==> src/delq_pkg.sv <==
// Shared types and constants of the daily energy log queue.
package delq_pkg;

    localparam int StampW  = 32;
    localparam int EnergyW = 32;
    localparam int OffsetW = 17;
    localparam int DayW    = 17;

    localparam logic [OffsetW-1:0] OffsetReset = 17'd28800;

    // day = (t + offset) / 86400 = ((t + offset) >> 7) / 675
    localparam int DayPreShift = 7;
    localparam int RecipShift  = 36;
    localparam int RecipW      = 27;
    localparam logic [RecipW-1:0] DayRecip = 27'd101806633;

    localparam logic [1:0] CmdAdd  = 2'd0;
    localparam logic [1:0] CmdRead = 2'd1;
    localparam logic [1:0] CmdDrop = 2'd2;

    typedef struct packed {
        logic [1:0]         command;
        logic [StampW-1:0]  entry_time;
        logic [EnergyW-1:0] energy_amount;
    } in_item_t;

    typedef struct packed {
        logic [3:0]         entry_count;
        logic               head_valid;
        logic [StampW-1:0]  head_time;
        logic [EnergyW-1:0] head_energy;
    } out_item_t;

    typedef struct packed {
        logic [StampW-1:0]  stamp;
        logic [EnergyW-1:0] energy;
    } entry_t;

    typedef struct packed {
        logic               drop;
        logic               wr_en;
        logic [StampW-1:0]  wr_stamp;
        logic [EnergyW-1:0] wr_energy;
    } store_ctl_t;

endpackage

==> src/delq_day_calc.sv <==
// Day number of a timestamp: offset sum and reciprocal multiply by 1/86400.
module delq_day_calc (
    input  logic [delq_pkg::StampW-1:0]  stamp,
    input  logic [delq_pkg::OffsetW-1:0] offset,
    output logic [delq_pkg::DayW-1:0]    day
);

    localparam int SumW  = delq_pkg::StampW + 1;
    localparam int PartW = SumW - delq_pkg::DayPreShift;
    localparam int ProdW = PartW + delq_pkg::RecipW;

    logic [SumW-1:0]  sum;
    logic [PartW-1:0] part;
    logic [ProdW-1:0] prod;

    assign sum  = {1'b0, stamp} + SumW'(offset);
    assign part = sum[SumW-1:delq_pkg::DayPreShift];
    assign prod = ProdW'(part) * ProdW'(delq_pkg::DayRecip);
    assign day  = prod[delq_pkg::RecipShift +: delq_pkg::DayW];

endmodule

==> src/delq_log_store.sv <==
// Entry store of the log: oldest entry at slot zero, shift down on drop.
module delq_log_store #(
    parameter int LOG_DEPTH = 10
) (
    input  logic                              clk,
    input  delq_pkg::store_ctl_t              ctl,
    input  logic [$clog2(LOG_DEPTH+1)-1:0]    wr_pos,
    output delq_pkg::entry_t                  head_next
);

    localparam int CntW = $clog2(LOG_DEPTH + 1);

    delq_pkg::entry_t entry_reg  [LOG_DEPTH];
    delq_pkg::entry_t entry_next [LOG_DEPTH];

    always_comb
    begin
        for (int i = 0; i < LOG_DEPTH; i++)
        begin
            entry_next[i] = entry_reg[i];
        end
        if (ctl.drop)
        begin
            for (int i = 0; i < LOG_DEPTH - 1; i++)
            begin
                entry_next[i] = entry_reg[i + 1];
            end
        end
        for (int i = 0; i < LOG_DEPTH; i++)
        begin
            if (ctl.wr_en && wr_pos == CntW'(i))
            begin
                entry_next[i].stamp  = ctl.wr_stamp;
                entry_next[i].energy = ctl.wr_energy;
            end
        end
    end

    always_ff @(posedge clk)
    begin
        for (int i = 0; i < LOG_DEPTH; i++)
        begin
            entry_reg[i] <= entry_next[i];
        end
    end

    assign head_next = entry_next[0];

endmodule

==> src/daily_energy_log_queue_core.sv <==
// Top level of the daily energy log queue: input stage, log update, result stage.
//
//   port group       direction  payload              handshake
//   in_*             in         delq_pkg::in_item_t  in_valid / in_ready
//   out_*            out        delq_pkg::out_item_t out_valid / out_ready
//   cfg_*            in         day offset, 17 bits  cfg_valid / cfg_ready
//
// One item per cycle while the result is not stalled: input register, then
// log update into the result register. The day split is one reciprocal
// multiply ahead of the input register and one on the newest entry's stamp.
// Reset empties the log and sets the day offset to 28800.
// A stalled result holds; the input register still takes one more item.
module daily_energy_log_queue_core #(
    parameter int LOG_DEPTH = 10
) (
    input  logic                          clk,
    input  logic                          rst_n,
    input  logic                          in_valid,
    output logic                          in_ready,
    input  delq_pkg::in_item_t            in_data,
    output logic                          out_valid,
    input  logic                          out_ready,
    output delq_pkg::out_item_t           out_data,
    input  logic                          cfg_valid,
    output logic                          cfg_ready,
    input  logic [delq_pkg::OffsetW-1:0]  cfg_data
);

    localparam int CntW = $clog2(LOG_DEPTH + 1);

    logic [delq_pkg::OffsetW-1:0] offset_reg;

    logic                         in_valid_reg;
    delq_pkg::in_item_t           in_item_reg;
    logic [delq_pkg::DayW-1:0]    in_day_reg;
    logic [delq_pkg::DayW-1:0]    in_day;

    logic                         out_valid_reg;
    delq_pkg::out_item_t          out_item_reg;
    delq_pkg::out_item_t          out_item_next;

    logic [CntW-1:0]              count_reg;
    logic [CntW-1:0]              count_next;
    logic [delq_pkg::StampW-1:0]  newest_stamp_reg;
    logic [delq_pkg::StampW-1:0]  newest_stamp_next;
    logic [delq_pkg::EnergyW-1:0] newest_energy_reg;
    logic [delq_pkg::EnergyW-1:0] newest_energy_next;
    logic [delq_pkg::DayW-1:0]    newest_day_reg;
    logic [delq_pkg::DayW-1:0]    newest_day_next;
    logic [delq_pkg::DayW-1:0]    newest_day_calc;

    logic                         advance;
    logic                         is_empty;
    logic                         is_full;
    logic [delq_pkg::EnergyW-1:0] merge_sum;
    logic [CntW+3:0]              count_ext;

    delq_pkg::store_ctl_t         store_ctl;
    logic [CntW-1:0]              wr_pos;
    delq_pkg::entry_t             head_next;

    delq_day_calc u_in_day (
        .stamp  (in_data.entry_time),
        .offset (offset_reg),
        .day    (in_day)
    );

    delq_day_calc u_newest_day (
        .stamp  (newest_stamp_reg),
        .offset (offset_reg),
        .day    (newest_day_calc)
    );

    delq_log_store #(
        .LOG_DEPTH (LOG_DEPTH)
    ) u_store (
        .clk       (clk),
        .ctl       (store_ctl),
        .wr_pos    (wr_pos),
        .head_next (head_next)
    );

    assign cfg_ready = 1'b1;
    assign advance   = in_valid_reg && (!out_valid_reg || out_ready);
    assign in_ready  = !in_valid_reg || advance;
    assign is_empty  = (count_reg == '0);
    assign is_full   = (count_reg == CntW'(LOG_DEPTH));
    assign merge_sum = newest_energy_reg + in_item_reg.energy_amount;

    always_comb
    begin
        count_next          = count_reg;
        newest_stamp_next   = newest_stamp_reg;
        newest_energy_next  = newest_energy_reg;
        newest_day_next     = newest_day_calc;
        store_ctl.drop      = 1'b0;
        store_ctl.wr_en     = 1'b0;
        store_ctl.wr_stamp  = in_item_reg.entry_time;
        store_ctl.wr_energy = in_item_reg.energy_amount;
        wr_pos              = count_reg;

        if (advance)
        begin
            case (in_item_reg.command)
                delq_pkg::CmdAdd:
                begin
                    store_ctl.wr_en = 1'b1;
                    if (is_empty)
                    begin
                        wr_pos             = '0;
                        count_next         = CntW'(1);
                        newest_stamp_next  = in_item_reg.entry_time;
                        newest_energy_next = in_item_reg.energy_amount;
                        newest_day_next    = in_day_reg;
                    end
                    else if (in_item_reg.entry_time != '0 && newest_day_reg == in_day_reg)
                    begin
                        wr_pos              = count_reg - CntW'(1);
                        store_ctl.wr_energy = merge_sum;
                        newest_stamp_next   = in_item_reg.entry_time;
                        newest_energy_next  = merge_sum;
                        newest_day_next     = in_day_reg;
                    end
                    else if (in_item_reg.entry_time == '0 || is_full)
                    begin
                        wr_pos              = count_reg - CntW'(1);
                        store_ctl.wr_stamp  = newest_stamp_reg;
                        store_ctl.wr_energy = merge_sum;
                        newest_energy_next  = merge_sum;
                    end
                    else
                    begin
                        count_next         = count_reg + CntW'(1);
                        newest_stamp_next  = in_item_reg.entry_time;
                        newest_energy_next = in_item_reg.energy_amount;
                        newest_day_next    = in_day_reg;
                    end
                end
                delq_pkg::CmdDrop:
                begin
                    if (!is_empty)
                    begin
                        store_ctl.drop = 1'b1;
                        count_next     = count_reg - CntW'(1);
                    end
                end
                default:
                begin
                    count_next = count_reg;
                end
            endcase
        end
    end

    assign count_ext = {4'b0000, count_next};

    always_comb
    begin
        out_item_next.entry_count = count_ext[3:0];
        out_item_next.head_valid  = (count_next != '0);
        out_item_next.head_time   = '0;
        out_item_next.head_energy = '0;
        if (count_next != '0)
        begin
            out_item_next.head_time   = head_next.stamp;
            out_item_next.head_energy = head_next.energy;
        end
    end

    always_ff @(posedge clk or negedge rst_n)
    begin
        if (!rst_n)
        begin
            offset_reg    <= delq_pkg::OffsetReset;
            in_valid_reg  <= 1'b0;
            out_valid_reg <= 1'b0;
            count_reg     <= '0;
        end
        else
        begin
            if (cfg_valid && cfg_ready)
            begin
                offset_reg <= cfg_data;
            end
            if (in_valid && in_ready)
            begin
                in_valid_reg <= 1'b1;
            end
            else if (advance)
            begin
                in_valid_reg <= 1'b0;
            end
            if (advance)
            begin
                out_valid_reg <= 1'b1;
            end
            else if (out_ready)
            begin
                out_valid_reg <= 1'b0;
            end
            count_reg <= count_next;
        end
    end

    always_ff @(posedge clk)
    begin
        if (in_valid && in_ready)
        begin
            in_item_reg <= in_data;
            in_day_reg  <= in_day;
        end
        if (advance)
        begin
            out_item_reg <= out_item_next;
        end
        newest_stamp_reg  <= newest_stamp_next;
        newest_energy_reg <= newest_energy_next;
        newest_day_reg    <= newest_day_next;
    end

    assign out_valid = out_valid_reg;
    assign out_data  = out_item_reg;

endmodule
==> config.mk <==
export PLATFORM = sky130hd
export DESIGN_NAME = daily_energy_log_queue_core
export DESIGN_NICKNAME = d
export VERILOG_FILES = /design/src/delq_pkg.sv /design/src/delq_day_calc.sv /design/src/delq_log_store.sv /design/src/daily_energy_log_queue_core.sv
export SDC_FILE = /design/constraint.sdc
export NUM_CORES = 2
export LEC_CHECK = 0
export BUFFER_PORTS_ARGS = -buffer_cell sky130_fd_sc_hd__clkbuf_2
export CAP_MARGIN = 30
export CELL_PAD_IN_SITES_DETAIL_PLACEMENT = 1
export CELL_PAD_IN_SITES_GLOBAL_PLACEMENT = 1
export CORE_UTILIZATION = 23
export DETAILED_ROUTE_END_ITERATION = 8
export GPL_TIMING_DRIVEN = 1
export PLACE_DENSITY = 0.45
export RECOVER_POWER = 100
export SKIP_LAST_GASP = 1
export SLEW_MARGIN = 20
export SYNTH_ARGS = -nofsm -noshare
export SYNTH_HDL_FRONTEND = slang
export SYNTH_SLANG_ARGS = --single-unit
==> constraint.sdc <==
create_clock -name clk -period 9.3 [get_ports clk]
set_clock_uncertainty 0.1 [all_clocks]
set_input_delay 0 -clock clk [delete_from_list [all_inputs] [get_ports clk]]
set_output_delay 0 -clock clk [all_outputs]
set_load 0.02 [all_outputs]
# Word-level counts from Yosys, hierarchy flattened
# Memory sizes are Yosys's and may differ from the RTL's.
# Index checks and enable logic that the tools add are counted.
[totals] elab_cells=109 regBits=256 ramBits=640 mem_count=1 input_bits=88 out_inout_bits=72
[mem_list] name="u_store.entry_reg" depth=10 word_bits=64 rd=10 rd_clocked_by_memory_dff=0 wr=10 line="delq_log_store.sv:13" text="delq_pkg::entry_t entry_reg [LOG_DEPTH];"
[op_classes] multipliers=2 reduce_logical=28 n_addsub=5 n_eq_ne=13 mux=45
[ops] operator="2-to-1 mux 64 bit" n=12
[ops] operator="2-to-1 mux 576 bit" n=1
[ops] operator="2-to-1 mux 32 bit" n=8
[ops] operator="multiplier 26 x 27 -> 53 bit (second input constant)" n=2
[ops] operator="2-to-1 mux 17 bit" n=5
[ops] operator="adder 32 x 17 -> 33 bit" n=2
[ops] operator="2-to-1 mux 66 bit" n=1
[ops] operator="2-to-1 mux 65 bit" n=1
[ops] operator="2-to-1 mux 4 bit" n=10
[ops] operator="adder 32 bit" n=1
[ops] operator="logical NOT 32 bit" n=1
[ops] operator="nonzero test 32 bit" n=1
[ops] operator="equality test 17 bit" n=1
[ops] operator="equality test 4 x 3 -> 1 bit (second input constant)" n=4
[ops] operator="logical AND 1 bit" n=13
[ops] operator="equality test 4 bit (second input constant)" n=3
[ops] operator="equality test 4 x 2 -> 1 bit (second input constant)" n=2
[ops] operator="logical NOT 4 bit" n=2
[ops] operator="one-hot mux 4 bit (2 select lines)" n=1
[ops] operator="2-to-1 mux 1 bit" n=6
[ops] operator="adder 4 x 1 -> 4 bit (second input constant)" n=1
[ops] operator="equality test 4 x 1 -> 1 bit (second input constant)" n=1
[ops] operator="nonzero test 2 bit" n=2
[ops] operator="nonzero test 4 bit" n=1
[ops] operator="other kinds (8)" n=11

# Logic depth before layout (Yosys ltp)
[depth] ltp_word=10 depth_mapped=39 ltp_nobuf=38

# Cells and area by module
# A second synthesis with hierarchy kept.
[hier_totals] cells_unflattened=5250 hier_area_um2=62682.6
[by_module_without_submodules] mod="delq_log_store" cells_per_inst=2072 area_each_um2=28372.2 seq_area_each_um2=18577.8 n_inst=1
[by_module_without_submodules] mod="daily_energy_log_queue_core" cells_per_inst=917 area_each_um2=12615.8 seq_area_each_um2=7407.1 n_inst=1
[by_module_without_submodules] mod="delq_day_calc (u_in_day)" cells_per_inst=1129 area_each_um2=10855.4 seq_area_each_um2=0.0 n_inst=1
[by_module_without_submodules] mod="delq_day_calc (u_newest_day)" cells_per_inst=1132 area_each_um2=10839.1 seq_area_each_um2=0.0 n_inst=1

# Worst setup path after synthesis
# No wires, ideal clock.
[synth_path] kind="register to register" from="reg offset_reg[5] in the netlist's numbering" to="reg in_day_reg[16] in the netlist's numbering, data pin" required_ps=8937 synth_period_minus_slack_ps=9222 path_buffers=0 setup_slack_ps=78 setup_time_ps=263 arrival_ps=8860 path_stages_with_launch=35 path_cell_list="dfrtp_1 -> ha_1 -> o211ai_1 -> a21oi_1 -> o21a_1 -> o21ai_1 -> a21oi_1 -> o41a_1 -> o211ai_1 -> or3_1 -> nor3_1 -> xor2_1 -> ha_1 -> inv_1 -> fa_1 -> inv_1 -> fa_1 -> inv_1 -> fa_1 -> fa_1 -> fa_1 -> inv_1 -> fa_1 -> ha_1 -> nand3_1 -> nor4b_1 -> o2111ai_1 -> or2_2 -> o41a_1 -> nand2_1 -> a221o_2 -> a41o_2 -> a211oi_1 -> o41ai_2 -> xnor2_1"
[synth_via] elab_chain_cells=2
[synth_rtl] item="start: declaration" line="daily_energy_log_queue_core.sv:31" text="logic [delq_pkg::OffsetW-1:0] offset_reg;"
[synth_rtl] item="start signal: assignment" line="daily_energy_log_queue_core.sv:174" text="offset_reg <= delq_pkg::OffsetReset;"
[synth_rtl] item="start signal: assignment" line="daily_energy_log_queue_core.sv:183" text="offset_reg <= cfg_data;"
[synth_rtl] item="adder 32 x 17 -> 33 bit" line="delq_day_calc.sv:16" text="assign sum = {1'b0, stamp} + SumW'(offset);"
[synth_rtl] item="multiplier 26 x 27 -> 53 bit" line="delq_day_calc.sv:18" text="assign prod = ProdW'(part) * ProdW'(delq_pkg::DayRecip);"
[synth_rtl] item="net in_day (one bit)" line="daily_energy_log_queue_core.sv:36" text="logic [delq_pkg::DayW-1:0] in_day;"
[synth_rtl] item="end signal: assignment" line="daily_energy_log_queue_core.sv:210" text="in_day_reg <= in_day;"
[synth_rtl] item="end: declaration" line="daily_energy_log_queue_core.sv:35" text="logic [delq_pkg::DayW-1:0] in_day_reg;"
# The timed path passes the listed nets, and every way through them passes these cells.
# A chain may end at the register's enable or synchronous reset.

# Worst setup path after layout
[layout_path] from="reg offset_reg[2] in the netlist's numbering" to="reg newest_day_reg[16] in the netlist's numbering"
[layout_via] elab_chain_cells=7
[layout_rtl] item="adder 32 x 17 -> 33 bit *" line="delq_day_calc.sv:16"
[layout_rtl] item="multiplier 26 x 27 -> 53 bit *" line="delq_day_calc.sv:18"
[layout_rtl] item="2-to-1 mux 17 bit" line="daily_energy_log_queue_core.sv:124" text="else if (in_item_reg.entry_time == '0 || is_full)"
[layout_rtl] item="2-to-1 mux 17 bit" line="daily_energy_log_queue_core.sv:116" text="else if (in_item_reg.entry_time != '0 && newest_day_reg == in_day_reg)"
[layout_rtl] item="2-to-1 mux 17 bit" line="daily_energy_log_queue_core.sv:108" text="if (is_empty)"
[layout_rtl] item="2-to-1 mux 17 bit" line="daily_energy_log_queue_core.sv:104" text="case (in_item_reg.command)"
[layout_rtl] item="2-to-1 mux 17 bit *" line="daily_energy_log_queue_core.sv:102" text="if (advance)"
[layout_rtl] item="net newest_day_next (one bit)" line="daily_energy_log_queue_core.sv:49" text="logic [delq_pkg::DayW-1:0] newest_day_next;"
[layout_rtl] item="end signal: assignment" line="daily_energy_log_queue_core.sv:218" text="newest_day_reg <= newest_day_next;"
[layout_rtl] item="end: declaration" line="daily_energy_log_queue_core.sv:48" text="logic [delq_pkg::DayW-1:0] newest_day_reg;"
# The timed path passes the listed nets; every way through them passes the cells marked *.

==> summary.md <==
| Metric | Value |
|---|---|
| Status | `finished, violations left` |
| Failing checks | `design-rule violations, max-capacitance violations, max-slew violations, negative setup slack` |
| CP most frequent cell | `buf_4` |
| Antenna violations before repair | `18` |
| Io pins | `160` |
| Layout fillers | `27900` |
| Routed len/inst | `19.6 um` |
| Worst setup EP type | `register` |
| Reg2reg end | `newest_day_reg[16]` |
| Final setup viols | `1` |
| Slowest-stage cell, CP | `fa_2` |
| Min-delay src | `in_data[43]` |
| IO buf count | `158` |
| Final wirelength | `179000 um` |
| 1st-iter DRT viols | `1790` |
| Cell Area, Synth | `58300 um2` |
| Worst hold path class | `input port to register` |
| Setup WS pre-CTS | `-0.588 ns` |
| Routability cong. | `0.850` |
| Max FO, Critical Path | `6` |
| Post-synthesis register bit count | `896` |
| Post-synthesis sequential area ratio | `44.6%` |
| Netlist cell types | `89` |
| Ys Warns | `0` |
| Max FFs per register | `640` |
| Startpoint class of the critical path | `register` |
| Final hold vios | `0` |
| Share of layout cells above drive strength 1 | `13.8%` |
| Relative slew margins | `-152%` |
| Clk pin slew, worst setup/hold paths | `0.06 ns` |
| CTS tree | `yes` |
| Crit Path Class | `register to register` |
| Hold path cells | `2` |
| H-Tree Depth | `3` |
| Vias in the first global route | `41900` |
| Fin crit period | `9.31 ns` |
| Die span in x | `505 um` |
| Reg2reg path depth | `40` |
| Pre-antenna DRT Iters | `6` |
| Busiest grt layer | `met2` |
| First-pass GRT wire length | `271000 um` |
| Final Cycle Share | `100%` |
| Max Slew Vio Count | `880` |
| Overflow after GRT | `0` |
| Crit path required time | `9.82 ns` |
| Final WS setup | `-0.0147 ns` |
| Worst-case clock buffer depth | `3` |
| Reg2reg start | `offset_reg[2]` |
| Tot GR Track Use | `14.0%` |
| Maxcap violations | `22` |
| Reg2Reg Setup Slack | `-0.01 ns` |
| Clk sink count | `896` |
| Core area | `252000 um2` |
| DP HPWL | `140000 um` |
| Starting Density | `23.2%` |
| Synth area leaders | `edfxtp_1 (41%), ha_1 (14%), fa_1 (13%)` |
| Root Driver | `clkbuf_16` |
| Area leader, netlist | `edfxtp_1` |
| CTS buffer count | `107` |
| Final ANT Viol Nets | `0` |
| DR DRC count | `34` |
| Synthesis-to-layout area growth | `22.9%` |
| GR met1 Demand/Resource | `19.0%` |
| Clock Latency Late Sink | `0.73 ns` |
| Worst slew pin tran | `3.78 ns` |
| Fin Setup TNS | `-0.0147 ns` |
| GR Util met3 | `1.76%` |
| Die ar. | `255000 um2` |
| Asr flop ratio synth | `2.57%` |
| Post-layout util | `28.4%` |
| Largest stage delay on the critical path | `0.58 ns` |
| Die Span Y | `505 um` |
| Grt met2 use | `22.8%` |
| FMAX | `0.107 GHz` |
| Pin count of the biggest net entering global routing | `161` |
| Ys flop type | `edfxtp_1` |
| Post-Syn Nets | `6140` |
| Vias | `38600` |
| Yosys top cell area share | `40.8%` |
| Post-synth EDFFs | `792` |
| Placement Rows | `184` |
| Placed cell area | `66000 um2` |
| Avg Synthesized Cell Area | `11.6 um2` |
| Via-per-instance ratio | `4.22` |
| Critical path data arrival time | `9.83 ns` |
| RSZ-0062 raised after global routing | `yes` |
| Hold Crit Endpoint | `in_item_reg[43]` |
| Post-synth top cells | `edfxtp_1 (792), inv_1 (725), ha_1 (661)` |
| Most numerous cell in the Yosys netlist | `edfxtp_1` |
| Gate Count Post-Synth | `5011` |
| Design area | `71600 um2` |
| Post-layout nets | `6828` |
-- what timing repair did --
item / 4_1_cts / 5_1_grt
resized for setup: 46 / 149
pin swaps: 16 / 54
endpoints found under the hold margin: 154 / 0
gates cloned: 0 / 0
buffers inserted: 4 / 25
hold buffers: 144 / 0
endpoints found under the setup margin: 32 / 30
-- area by class of cell --
cell class	instances	area (um2)	share of cell area (%)
Antenna cell	4	10.0	0.0140
Clock inverter	58	556	0.776
Tap cell	3348	4190	5.85
Timing Repair Buffer	749	5320	7.42
Multi-Input combinational cell	3218	30000	41.8
Sequential cell	896	26000	36.3
Inverter	727	2730	3.81
Clock buffer	141	2850	3.97
-- logic make-up after synthesis --
family | share of synthesized area (%)
fa+ha+maj | 27.3
simple gates | 7.55
compound gates | 10.0
buf+inv | 5.82
flops | 44.6
mux | 2.91
xor+xnor | 1.82
other cells | 0.00644
-- critical path: cells and delay by family (launching register included) --
kind / cells / cell delay (ns)
adder cells (fa/ha/maj): 9 / 3.93
AND/OR/NAND/NOR: 12 / 1.92
AO/OA/AOI/OAI: 8 / 1.39
buffers and inverters: 10 / 1.23
flip-flops: 1 / 0.42
XOR/XNOR: 1 / 0.20
-- layer usage --
layer / vias to the layer above / part of all wire [%]
li1: 18700 / -
met1: 19100 / 47
met2: 464 / 47
met3: 227 / 2.6
met4: 8 / 3.6
met5: - / 0.030
-- metrics by stage --
stage,cells,hold slack (ns)
2_1_floorplan,5011,-0.396
3_3_place_gp,8756,0.00470
3_5_place_dp,8763,0.0118
4_1_cts,9110,0.0690
5_1_grt,9139,0.0724
6_report,9141,0.112
-- layout by cell type (no fill, tap or decap), types with 56 or more instances in the layout --
cell type / n
edfxtp_1: 792
nor2_1: 74
buf_4: 359
a21oi_1: 97
a22o_1: 137
nand2_1: 557
xnor2_1: 62
clkbuf_1: 203
dfxtp_1: 81
a21o_1: 75
dlygate4sd3_1: 143
mux2i_1: 132
inv_1: 714
and2_0: 56
o21ai_0: 428
fa_1: 363
clkbuf_16: 107
ha_1: 636
clkbuf_2: 56
-- worst max-delay path by stage --
| stage | start | end | slack (ns) | cells past startpoint |
|---|---|---|---|---|
| 5_1_grt | offset_reg[2] | in_day_reg[16] | -0.35 | 37 |
| 3_3_place_gp | offset_reg[2] | in_day_reg[16] | -0.49 | 35 |
| 2_1_floorplan | offset_reg[5] | in_day_reg[16] | 0.08 | 34 |
| 6_report | offset_reg[2] | newest_day_reg[16] | -0.01 | 40 |
| 4_1_cts | newest_stamp_reg[2] | newest_day_reg[13] | -0.14 | 39 |
| 3_5_place_dp | offset_reg[2] | in_day_reg[16] | -0.59 | 35 |
Power is not shown: default switching activity piles up to over one toggle a cycle in this logic, so the estimate is an artifact.
